**config.mk**
```make
export PLATFORM = sky130hd
export DESIGN_NAME = websocket_frame_decoder
export DESIGN_NICKNAME = d
export VERILOG_FILES = /design/src/rtl/wsfd_pkg.sv /design/src/rtl/websocket_frame_decoder.sv /design/src/rtl/wsfd_front.sv /design/src/rtl/wsfd_queue.sv /design/src/rtl/wsfd_back.sv
export VERILOG_INCLUDE_DIRS = /design/src /design/src/rtl
export SDC_FILE = /design/constraint.sdc
export NUM_CORES = 1
export LEC_CHECK = 0
export BUFFER_PORTS_ARGS = -buffer_cell sky130_fd_sc_hd__buf_4
export CAP_MARGIN = 20
export CELL_PAD_IN_SITES_DETAIL_PLACEMENT = 1
export CELL_PAD_IN_SITES_GLOBAL_PLACEMENT = 1
export CORE_UTILIZATION = 24
export CTS_CLUSTER_SIZE = 30
export DETAILED_ROUTE_END_ITERATION = 8
export GPL_TIMING_DRIVEN = 0
export PLACE_DENSITY_LB_ADDON = 0.1
export SETUP_SLACK_MARGIN = 0.02
export SLEW_MARGIN = 40
export SYNTH_ARGS = -nofsm -noshare
export SYNTH_HDL_FRONTEND = slang
export SYNTH_HIERARCHICAL = 1
export SYNTH_SLANG_ARGS = --single-unit
```
**constraint.sdc**
```tcl
create_clock -name clk_i -period 6.2 [get_ports clk_i]
set_clock_uncertainty 0.05 [all_clocks]
set_input_delay 0 -clock clk_i [delete_from_list [all_inputs] [get_ports clk_i]]
set_output_delay 0 -clock clk_i [all_outputs]
set_load 0.02 [all_outputs]
```
**src/rtl/assert_macros.svh**
```systemverilog
// assertion macros shared by the websocket frame decoder rtl
// no dependencies; included by files that carry concurrent assertions
`ifndef ASSERT_MACROS_SVH
`define ASSERT_MACROS_SVH

// checked on every rising edge once reset is released
`define WSFD_ASSERT(lbl, clk, rstn, prop, msg) \
  lbl: assert property (@(posedge clk) disable iff (!rstn) (prop)) else $error(msg);

// a condition that must never hold outside reset
`define WSFD_NEVER(lbl, clk, rstn, cond, msg) \
  lbl: assert property (@(posedge clk) disable iff (!rstn) !(cond)) else $error(msg);

`endif

```
**src/rtl/wsfd_pkg.sv**
```systemverilog
// shared types and constants of the websocket frame decoder
// no dependencies
`default_nettype none

package wsfd_pkg;

  localparam int unsigned LenW      = 63;
  localparam logic [6:0]  LenCode16 = 7'd126;
  localparam logic [6:0]  LenCode64 = 7'd127;
  localparam logic [7:0]  LenCodeMsk = 8'h7F;

  // depth of the queue between parser and output stage
  localparam int unsigned QDepth = 2;
  localparam int unsigned QPtrW  = $clog2(QDepth);
  localparam int unsigned QCntW  = $clog2(QDepth + 1);

  // one payload word as handed from parser to output stage
  typedef struct packed {
    logic [7:0]      data;
    logic [7:0]      key;
    logic            last;
    logic [3:0]      opcode;
    logic            fin;
    logic [LenW-1:0] length;
  } wsfd_entry_t;

  typedef struct packed {
    logic full;
    logic empty;
  } wsfd_qstat_t;

endpackage

`default_nettype wire

```
**src/rtl/websocket_frame_decoder.sv**
```systemverilog
// byte-serial websocket deframer: one stream word per clock in, one unmasked
// payload word out per payload byte; header and key words produce nothing.
// a taken payload word is written to the queue, then to the output register.
// input: one word per clock, stalled only by a full queue in the payload phase.
// the parser keeps taking header words while the output side stalls.
// reset (rst_ni low, async): parser waits for a first header word, queue empty.
`default_nettype none
`include "assert_macros.svh"

module websocket_frame_decoder
  import wsfd_pkg::*;
(
  input  wire logic        clk_i,
  input  wire logic        rst_ni,
  input  wire logic        s_axis_tvalid,
  output logic             s_axis_tready,
  input  wire logic [7:0]  s_axis_tdata,   // [7:0] stream_byte
  output logic             m_axis_tvalid,
  input  wire logic        m_axis_tready,
  output logic [71:0]      m_axis_tdata,   // [7:0] payload_byte, [70:8] frame_length, pad
  output logic             m_axis_tlast,   // last_of_frame
  output logic [4:0]       m_axis_tuser    // [3:0] frame_opcode, [4] frame_fin
);

  wsfd_entry_t     push_entry;
  wsfd_entry_t     head;
  wsfd_qstat_t     qstat;
  logic            push;
  logic            pop;
  logic            in_fire;
  logic [7:0]      out_byte;
  logic [3:0]      out_opcode;
  logic            out_fin;
  logic [LenW-1:0] out_length;

  wsfd_front u_front (
    .clk_i        (clk_i),
    .rst_ni       (rst_ni),
    .in_valid_i   (s_axis_tvalid),
    .in_ready_o   (s_axis_tready),
    .in_byte_i    (s_axis_tdata),
    .qstat_i      (qstat),
    .push_o       (push),
    .push_entry_o (push_entry)
  );

  wsfd_queue u_queue (
    .clk_i        (clk_i),
    .rst_ni       (rst_ni),
    .push_i       (push),
    .push_entry_i (push_entry),
    .pop_i        (pop),
    .head_o       (head),
    .stat_o       (qstat)
  );

  wsfd_back u_back (
    .clk_i        (clk_i),
    .rst_ni       (rst_ni),
    .head_i       (head),
    .qstat_i      (qstat),
    .pop_o        (pop),
    .out_valid_o  (m_axis_tvalid),
    .out_ready_i  (m_axis_tready),
    .out_byte_o   (out_byte),
    .out_last_o   (m_axis_tlast),
    .out_opcode_o (out_opcode),
    .out_fin_o    (out_fin),
    .out_length_o (out_length)
  );

  assign m_axis_tdata = {1'b0, out_length, out_byte};
  assign m_axis_tuser = {out_fin, out_opcode};

  assign in_fire = s_axis_tvalid && s_axis_tready;

  `WSFD_NEVER(a_no_overflow, clk_i, rst_ni, push && qstat.full, "queue overflow")
  `WSFD_NEVER(a_no_underflow, clk_i, rst_ni, pop && qstat.empty, "queue underflow")
  `WSFD_NEVER(a_stat_sane, clk_i, rst_ni, qstat.full && qstat.empty, "queue full and empty")
  `WSFD_ASSERT(a_push_needs_input, clk_i, rst_ni, push |-> in_fire, "push without input word")

endmodule

`default_nettype wire

```
**src/rtl/wsfd_front.sv**
```systemverilog
// header parser: takes raw stream words, tracks length and mask key,
// and pushes one entry per payload byte; uses wsfd_pkg
`default_nettype none

module wsfd_front
  import wsfd_pkg::*;
(
  input  wire logic        clk_i,
  input  wire logic        rst_ni,
  input  wire logic        in_valid_i,
  output logic             in_ready_o,
  input  wire logic [7:0]  in_byte_i,
  input  wire wsfd_qstat_t qstat_i,
  output logic             push_o,
  output wsfd_entry_t      push_entry_o
);

  typedef enum logic [2:0] {
    PhHdr0,
    PhHdr1,
    PhExt16,
    PhExt64,
    PhKey,
    PhPayload
  } phase_e;

  phase_e          phase_q, phase_d;
  logic [3:0]      opcode_q, opcode_d;
  logic            fin_q, fin_d;
  logic            masked_q, masked_d;
  logic [3:0]      hbc_q, hbc_d;
  logic [LenW-1:0] total_q, total_d;
  logic [LenW-1:0] rem_q, rem_d;
  logic [31:0]     key_q, key_d;
  logic [1:0]      kidx_q, kidx_d;

  logic            accept;
  logic [3:0]      hbc_inc;
  logic [LenW-1:0] total_shift;
  logic [3:0]      ext_limit;
  logic [7:0]      key_byte;
  logic            last;

  function automatic phase_e after_length(input logic masked, input logic [LenW-1:0] len);
    phase_e ph;
    if (masked) begin
      ph = PhKey;
    end else if (len == '0) begin
      ph = PhHdr0;
    end else begin
      ph = PhPayload;
    end
    return ph;
  endfunction

  assign in_ready_o = !((phase_q == PhPayload) && qstat_i.full);
  assign accept     = in_valid_i && in_ready_o;

  assign hbc_inc     = hbc_q + 4'd1;
  assign total_shift = {total_q[LenW-9:0], in_byte_i};
  assign ext_limit   = (phase_q == PhExt16) ? 4'd2 : 4'd8;
  assign last        = (rem_q == {{(LenW-1){1'b0}}, 1'b1}) || (rem_q == '0);

  // first key word received sits in the top byte
  always_comb begin
    case (kidx_q)
      2'd0:    key_byte = key_q[31:24];
      2'd1:    key_byte = key_q[23:16];
      2'd2:    key_byte = key_q[15:8];
      default: key_byte = key_q[7:0];
    endcase
  end

  always_comb begin
    phase_d  = phase_q;
    opcode_d = opcode_q;
    fin_d    = fin_q;
    masked_d = masked_q;
    hbc_d    = hbc_q;
    total_d  = total_q;
    rem_d    = rem_q;
    key_d    = key_q;
    kidx_d   = kidx_q;
    push_o   = 1'b0;
    if (accept) begin
      unique case (phase_q)
        PhHdr1: begin
          masked_d = in_byte_i[7];
          key_d    = '0;
          kidx_d   = '0;
          hbc_d    = '0;
          if (in_byte_i[6:0] == LenCode16) begin
            total_d = '0;
            phase_d = PhExt16;
          end else if (in_byte_i[6:0] == LenCode64) begin
            total_d = '0;
            phase_d = PhExt64;
          end else begin
            total_d = {{(LenW-7){1'b0}}, in_byte_i[6:0] & LenCodeMsk[6:0]};
            rem_d   = total_d;
            phase_d = after_length(in_byte_i[7], total_d);
          end
        end
        PhExt16, PhExt64: begin
          total_d = total_shift;
          hbc_d   = hbc_inc;
          if (hbc_inc >= ext_limit) begin
            rem_d   = total_shift;
            hbc_d   = '0;
            phase_d = after_length(masked_q, total_shift);
          end
        end
        PhKey: begin
          key_d = {key_q[23:0], in_byte_i};
          hbc_d = hbc_inc;
          if (hbc_inc >= 4'd4) begin
            hbc_d   = '0;
            phase_d = (total_q != '0) ? PhPayload : PhHdr0;
          end
        end
        PhPayload: begin
          push_o = 1'b1;
          kidx_d = kidx_q + 2'd1;
          rem_d  = (rem_q == '0) ? rem_q : rem_q - {{(LenW-1){1'b0}}, 1'b1};
          if (last) begin
            phase_d = PhHdr0;
          end
        end
        default: begin
          fin_d    = in_byte_i[7];
          opcode_d = in_byte_i[3:0];
          phase_d  = PhHdr1;
        end
      endcase
    end
  end

  always_comb begin
    push_entry_o.data   = in_byte_i;
    push_entry_o.key    = key_byte;
    push_entry_o.last   = last;
    push_entry_o.opcode = opcode_q;
    push_entry_o.fin    = fin_q;
    push_entry_o.length = total_q;
  end

  always_ff @(posedge clk_i or negedge rst_ni) begin
    if (!rst_ni) begin
      phase_q  <= PhHdr0;
      opcode_q <= '0;
      fin_q    <= 1'b0;
      masked_q <= 1'b0;
      hbc_q    <= '0;
      total_q  <= '0;
      rem_q    <= '0;
      key_q    <= '0;
      kidx_q   <= '0;
    end else begin
      phase_q  <= phase_d;
      opcode_q <= opcode_d;
      fin_q    <= fin_d;
      masked_q <= masked_d;
      hbc_q    <= hbc_d;
      total_q  <= total_d;
      rem_q    <= rem_d;
      key_q    <= key_d;
      kidx_q   <= kidx_d;
    end
  end

endmodule

`default_nettype wire

```
**src/rtl/wsfd_queue.sv**
```systemverilog
// short fifo of payload entries between parser and output stage
// uses wsfd_pkg for the entry type and depth
`default_nettype none

module wsfd_queue
  import wsfd_pkg::*;
(
  input  wire logic        clk_i,
  input  wire logic        rst_ni,
  input  wire logic        push_i,
  input  wire wsfd_entry_t push_entry_i,
  input  wire logic        pop_i,
  output wsfd_entry_t      head_o,
  output wsfd_qstat_t      stat_o
);

  wsfd_entry_t      mem_q [QDepth];
  logic [QPtrW-1:0] wptr_q, rptr_q;
  logic [QCntW-1:0] cnt_q, cnt_d;

  assign head_o       = mem_q[rptr_q];
  assign stat_o.full  = (cnt_q == QCntW'(QDepth));
  assign stat_o.empty = (cnt_q == '0);

  always_comb begin
    cnt_d = cnt_q;
    if (push_i && !pop_i) begin
      cnt_d = cnt_q + QCntW'(1);
    end else if (pop_i && !push_i) begin
      cnt_d = cnt_q - QCntW'(1);
    end
  end

  always_ff @(posedge clk_i) begin
    if (push_i) begin
      mem_q[wptr_q] <= push_entry_i;
    end
  end

  always_ff @(posedge clk_i or negedge rst_ni) begin
    if (!rst_ni) begin
      wptr_q <= '0;
      rptr_q <= '0;
      cnt_q  <= '0;
    end else begin
      cnt_q <= cnt_d;
      if (push_i) begin
        wptr_q <= (wptr_q == QPtrW'(QDepth - 1)) ? '0 : wptr_q + QPtrW'(1);
      end
      if (pop_i) begin
        rptr_q <= (rptr_q == QPtrW'(QDepth - 1)) ? '0 : rptr_q + QPtrW'(1);
      end
    end
  end

endmodule

`default_nettype wire

```
**src/rtl/wsfd_back.sv**
```systemverilog
// output stage: unmasks queued payload words into the output register
// uses wsfd_pkg for the entry and status types
`default_nettype none

module wsfd_back
  import wsfd_pkg::*;
(
  input  wire logic        clk_i,
  input  wire logic        rst_ni,
  input  wire wsfd_entry_t head_i,
  input  wire wsfd_qstat_t qstat_i,
  output logic             pop_o,
  output logic             out_valid_o,
  input  wire logic        out_ready_i,
  output logic [7:0]       out_byte_o,
  output logic             out_last_o,
  output logic [3:0]       out_opcode_o,
  output logic             out_fin_o,
  output logic [LenW-1:0]  out_length_o
);

  logic            valid_q, valid_d;
  logic [7:0]      byte_q;
  logic            last_q;
  logic [3:0]      opcode_q;
  logic            fin_q;
  logic [LenW-1:0] length_q;

  // refill whenever the register is empty or being drained
  assign pop_o = !qstat_i.empty && (!valid_q || out_ready_i);

  always_comb begin
    valid_d = valid_q;
    if (pop_o) begin
      valid_d = 1'b1;
    end else if (out_ready_i) begin
      valid_d = 1'b0;
    end
  end

  always_ff @(posedge clk_i) begin
    if (pop_o) begin
      byte_q   <= head_i.data ^ head_i.key;
      last_q   <= head_i.last;
      opcode_q <= head_i.opcode;
      fin_q    <= head_i.fin;
      length_q <= head_i.length;
    end
  end

  always_ff @(posedge clk_i or negedge rst_ni) begin
    if (!rst_ni) begin
      valid_q <= 1'b0;
    end else begin
      valid_q <= valid_d;
    end
  end

  assign out_valid_o  = valid_q;
  assign out_byte_o   = byte_q;
  assign out_last_o   = last_q;
  assign out_opcode_o = opcode_q;
  assign out_fin_o    = fin_q;
  assign out_length_o = length_q;

endmodule

`default_nettype wire

```
### Word-level counts from Yosys, hierarchy flattened

Memory sizes are Yosys's and may differ from the RTL's.
Cells that the tools add are included.
W data, S select, Z words.

| operators by class | value |
|---|---|
| add/subtract/negate cells | 7 |
| bitwise gates (word level) | 2 |
| magnitude comparators | 2 |
| reduce and logical (&&, ||, !) cells | 35 |
| multiplexer cells | 36 |
| equality and inequality tests | 17 |

Operators with widths:

| kind | number |
|---|---|
| $mux W63 | 5 |
| $pmux W63 S3 | 1 |
| $logic_not A63 Y1 | 2 |
| $pmux W63 S2 | 1 |
| $pmux W32 S2 | 1 |
| $eq A63 B1 Y1 const B | 1 |
| $reduce_bool A63 Y1 | 1 |
| $sub A63 B1 Y63 const B | 1 |
| $mux W3 | 10 |
| $pmux W8 S3 | 1 |
| $eq A7 B7 Y1 const B | 2 |
| $mux W4 | 3 |
| $pmux W3 S4 | 1 |
| $pmux W4 S3 | 1 |
| $reduce_and A2 Y1 | 6 |
| $reduce_bool A2 Y1 | 5 |
| $mux W1 | 8 |
| $xor A8 B8 Y8 | 1 |
| $logic_not A7 Y1 | 1 |
| $mux W7 | 1 |
| $eq A3 B2 Y1 const B | 2 |
| $eq A3 B3 Y1 const B | 2 |
| $ne A2 B1 Y1 const B | 3 |
| $ne A2 B2 Y1 const B | 3 |
| other kinds (21) | 36 |

| storage, ports and cells | value |
|---|---|
| output and inout bits | 80 |
| memory bits (writable) | 170 |
| memories | 1 |
| word-level logic and storage cells | 118 |
| bits in registers | 255 |

Memory list:

| name | depth | width | read ports | clocked after memory_dff | write ports | line | text |
|---|---|---|---|---|---|---|---|
| u_queue.mem_q | 2 | 85 | 1 | 0 | 1 | wsfd_queue.sv:17 | `wsfd_entry_t mem_q [QDepth];` |

### Logic depth before layout (Yosys ltp)

| depth | value |
|---|---|
| depth in word-level cells | 9 |
| mapped depth | 13 |
| depth with buffers taken out | 10 |

### Hierarchy

The synthesis kept the hierarchy.

Modules (own cells, without submodules):

| module | times used | seq. area each (µm²) | area each (µm²) | cells each |
|---|---|---|---|---|
| wsfd_front | 1 | 4329.2 | 9054.9 | 1005 |
| wsfd_queue | 1 | 5205.0 | 6525.0 | 281 |
| wsfd_back | 1 | 2337.2 | 2432.3 | 90 |
| websocket_frame_decoder | 1 | 0.0 | 18.8 | 3 |

### Least setup slack after synthesis

No wires, ideal clock.

| timing path | value |
|---|---|
| path type | register to register |
| from | reg u_front.phase_q[0] |
| to | mem u_queue/mem_q[0][0] (netlist name) (enable) |
| stages on the path, launching flop included | 8 |
| slack | 0.142 ns |
| path buffers | 3 |
| data arrival time | 5.469 ns |
| library setup time | 0.539 ns |
| path through | dfrtp_1 clkbuf_1 nor2b_1 nand2_1 clkbuf_1 clkbuf_1 nor2_1 nor2b_1 |

| between the ends | value |
|---|---|
| longest elaborated chain between the ends | 7 |
| elaborated cells between the ends (all ways) | 8 |

RTL lines:

| item | line | text |
|---|---|---|
| from (decl) | wsfd_front.sv:27 | `phase_e phase_q, phase_d;` |
| from (signal assigned) | wsfd_front.sv:149 | `phase_q <= PhHdr0;` |
| from (signal assigned) | wsfd_front.sv:159 | `phase_q <= phase_d;` |
| $eq A3 B3 Y1 * | wsfd_front.sv:56, wsfd_front.sv:86 |  |
| $logic_and A1 B1 Y1 | wsfd_front.sv:56 | `assign in_ready_o = !((phase_q == PhPayload) && qstat_i.full);` |
| $logic_not A1 Y1 | wsfd_front.sv:56 |  |
| $logic_and A1 B1 Y1 | wsfd_front.sv:57 | `assign accept = in_valid_i && in_ready_o;` |
| $mux W1 * | wsfd_front.sv:85 | `if (accept) begin` |
| via push | websocket_frame_decoder.sv:28 | `logic push;` |
| $mux W1 * | wsfd_queue.sv:35 | `if (push_i) begin` |
| $mux W1 (implied by the code) * | wsfd_queue.sv:36 | `mem_q[wptr_q] <= push_entry_i;` |
| to (decl) | wsfd_queue.sv:17 |  |

Mark *: on every way through the listed nets, which the timed path passes. The rest lies on a longest branch.

### Final worst setup path

| timing path | value |
|---|---|
| from | reg u_front.phase_q[0] |
| to | mem u_queue/mem_q[0][43] (netlist name) (enable) |

The elaborated chain is that of the path after synthesis.

==> metrics.md <==
| Metric | Value |
|---|---|
| Largest net degree at the start of global routing | `66` |
| Hpwl dp | `41,900 um` |
| Total of max-cap violations | `0` |
| Metal-1 WL | `28,300 um` |
| Setup TNS | `0 ps` |
| Share of layout cells above drive strength 1 | `21.2%` |
| Vias in the first global route | `12,700` |
| Worst path buffer plus inverter count | `8` |
| Ports | `92` |
| Met3 routed WL | `1850 um` |
| Synth Flop Type | `edfxtp_1` |
| Hold violation total from the final report | `0` |
| # port buffers | `90` |
| Post-synthesis cell area | `18,000 um2` |
| Final WS setup | `1590 ps` |
| Crit path launch type | `flip-flop` |
| Die width | `276 um` |
| Global-route wire length before repair | `87,900 um` |
| Req. time, crit path | `6450 ps` |
| Total core area | `74,400 um2` |
| Critical Path Start | `u_front/phase_q[0]` |
| Synth Warn # | `6` |
| Via/cell ratio | `4.73` |
| Gr ovfl total | `0` |
| Synth Register Bits | `425` |
| Fillers | `7,940` |
| Dpl cells | `2,453` |
| Maximum vdd drop | `206 uV` |
| Starting Density | `24.2%` |
| CTS sink count | `425` |
| Syn Nets | `1,401` |
| First-pass iteration count of the detailed router | `7` |
| Cell Count, Final, Fillers Out | `2,563` |
| Worst slack at placement | `1480 ps` |
| Final min period | `4610 ps` |
| Top cell by count, worst path | `buf_16` |
| CP max FO | `17` |
| Pleak | `8.43 nW` |
| Crit path kind | `reg2reg` |
| Worst R2R Setup Slack | `1590 ps` |
| Dpl cell area | `20,300 um2` |
| Max layer used | `met4` |
| Die area | `76,200 um2` |
| Setup crit end | `u_queue/mem_q[0][43]` |
| F_max | `217 MHz` |
| Final #Nets | `1,572` |
| Period utilisation layout | `74.4%` |
| H-tree level count | `2` |
| 1st-iter DRT viols | `761` |
| Via count of the routed design | `12,100` |
| R2r endpoint | `u_queue/mem_q[0][43]` |
| R2R Path Start | `u_front/phase_q[0]` |
| Final instance area | `22,100 um2` |
| Seq/Total Area, Yosys | `65.8%` |
| Crit-path cells | `clkbuf_1 > nor2b_1 > nand2_1 > clkbuf_2 > clkbuf_1 > nor2_1 > nor2b_4 > buf_16 > buf_16 > buf_8 > buf_8 > buf_16` |
| Most frequent cells in the layout | `edfxtp_1 (247), dfrtp_1 (178), nand2_1 (148)` |
| Clk root buf | `clkbuf_16` |
| Pwr/cell area | `542 nW/um2` |
| Reg2reg path depth | `12` |
| Die Ht | `276 um` |
| Clock slew at reported path FFs | `50 ps` |
| Final Wtd Congestion | `0.803` |
| Post-CTS setup buffer count | `0` |
| Initial antenna violation count | `2` |
| Top delay family on crit path | `buffers and inverters` |
| Asr flop ratio synth | `41.9%` |
| CTS max path bufs | `3` |
| Worst Tran Pin Value | `874 ps` |
| Slowest-stage cell, CP | `nor2b_1` |
| Post-synth EDFFs | `247` |
| Crit path depth | `12` |
| CTS tree | `done` |
| Syn avg cell area | `13.1 um2` |
| DRT Wirelength | `58,900 um` |
| Utilization of the core after routing | `29.7%` |
| Worst path max stage delay | `480 ps` |
| Clk_lat worst skew | `590 ps` |
| Tot GR Track Use | `15.4%` |
| Syn-to-layout area delta | `22.7%` |
| Final Max Tran Viols | `0` |
| Yosys cell types | `72` |
| RSZ-0062 raised after global routing | `false` |
| Final setup violating endpoints | `0` |
| Endpoint type of the worst setup path | `flip-flop` |
| Routed length on met2 | `27,600 um` |
| Detail Route Antenna Nets | `0` |
| Num CTS Buffers | `50` |
| Critical Path AT | `4860 ps` |
| Most common cell after layout, fill and taps aside | `edfxtp_1` |
| Hold/Removal Path Class | `in2reg` |
| Routed WL per cell | `23.0 um` |
| Status | `finished clean` |
| Cells after Synth | `1,379` |
| Number of remaining DRC errors | `0` |
| Slew HR | `41.7%` |
| Rows | `100` |
worst min-delay path by stage:
stage                  start             endpoint  slack [ps]  depth (start not counted)
6_report       m_axis_tready   u_back/out_valid_o          80                          3
5_1_grt        m_axis_tready   u_back/out_valid_o          60                          3
3_3_place_gp   m_axis_tready   u_back/out_valid_o         130                          2
2_1_floorplan         rst_ni   u_back/out_valid_o        -350                          0
4_1_cts        m_axis_tready   u_back/out_valid_o          40                          3
3_5_place_dp          rst_ni  u_front/opcode_q[1]         -70                          1
power breakdown:
group / internal, mW / switching, mW / leakage [nW]
combinational: 1.61 / 2.81 / 2.89
clock: 1.77 / 1.19 / 0.801
sequential: 4.04 / 0.571 / 4.74
total: 7.42 / 4.57 / 8.43
through the flow:
stage               total power [mW]  hold WS, ps
global placement                9.03          133
CTS                             12.2         38.6
finish                          12.0         78.0
global route                    12.7         62.4
floorplan                       7.24         -346
detailed placement              9.13        -65.6
cell usage after synthesis (20+ instances only):
cell / count / area share [%]
edfxtp_1: 247 / 41
mux2_2: 51 / 3.2
clkbuf_1: 55 / 1.1
o21ai_0: 122 / 3.4
inv_1: 27 / 0.56
dfrtp_1: 178 / 25
o21ai_1: 44 / 1.2
nand2_1: 148 / 3.1
a31oi_1: 20 / 0.69
a21boi_0: 25 / 1.0
nor4_1: 31 / 1.1
a21oi_1: 36 / 1.0
mux2_4: 40 / 3.3
nor2_1: 59 / 1.2
a22o_1: 44 / 2.1
nor3_1: 36 / 1.0
timing repair:
item | in CTS | in global routing
endpoints found under the hold margin | 237 | 0
resized for setup | 0 | 0
hold buffers | 14 | 0
routing by layer:
metal  global-route usage (%)  vias up
met2                     24.9      213
met1                     21.8     6308
met4                     3.88        0
met5                        0        -
met3                     1.83       67
li1                         -     5528
tightest hold or removal path: cells and delay by family:
kind / cells / cell delay, ps
AO/OA/AOI/OAI: 1 / 50
buffers and inverters: 2 / 630
area by class of cell:
cell class | count | area [um2] | share of cell area [%]
diodes | 2 | 5.00 | 0.0226
plain buffers | 89 | 497 | 2.24
clock buffers | 76 | 1440 | 6.51
clock inverters | 18 | 224 | 1.01
inverters | 27 | 101 | 0.458
multi-input cells | 838 | 5640 | 25.5
flip-flops and latches | 425 | 11900 | 53.6
well taps | 969 | 1210 | 5.48
repair buffers | 119 | 1140 | 5.15
state kept, by name (all words and copies together) (netlist names):
| name | flops |
|---|---|
| u_back/out_byte_o | 8 |
| u_back/out_fin_o | 1 |
| u_back/out_last_o | 1 |
| u_back/out_length_o | 63 |
| u_back/out_opcode_o | 4 |
| u_back/out_valid_o | 1 |
| u_front/fin_q | 1 |
| u_front/hbc_q | 4 |
| u_front/key_q | 32 |
| u_front/kidx_q | 2 |
| u_front/masked_q | 1 |
| u_front/opcode_q | 4 |
| u_front/phase_q | 3 |
| u_front/rem_q | 63 |
| u_front/total_q | 63 |
| u_queue/cnt_q | 2 |
| u_queue/mem_q | 170 |
| u_queue/rptr_q | 1 |
| u_queue/wptr_q | 1 |
logic make-up after synthesis:
| group | Yosys count | synth area share, % |
|---|---|---|
| AOI/OAI and AO/OA | 356 | 12.6 |
| muxes | 99 | 6.96 |
| adders and majority gates | 10 | 0.694 |
| other | 1 | 0.0208 |
| and+or+nand+nor | 356 | 9.80 |
| xor gates and xnor gates | 16 | 0.777 |
| DFF | 425 | 65.8 |
| buffers and inverters | 116 | 3.30 |
Note: power is estimated with default switching activity, not from simulation.
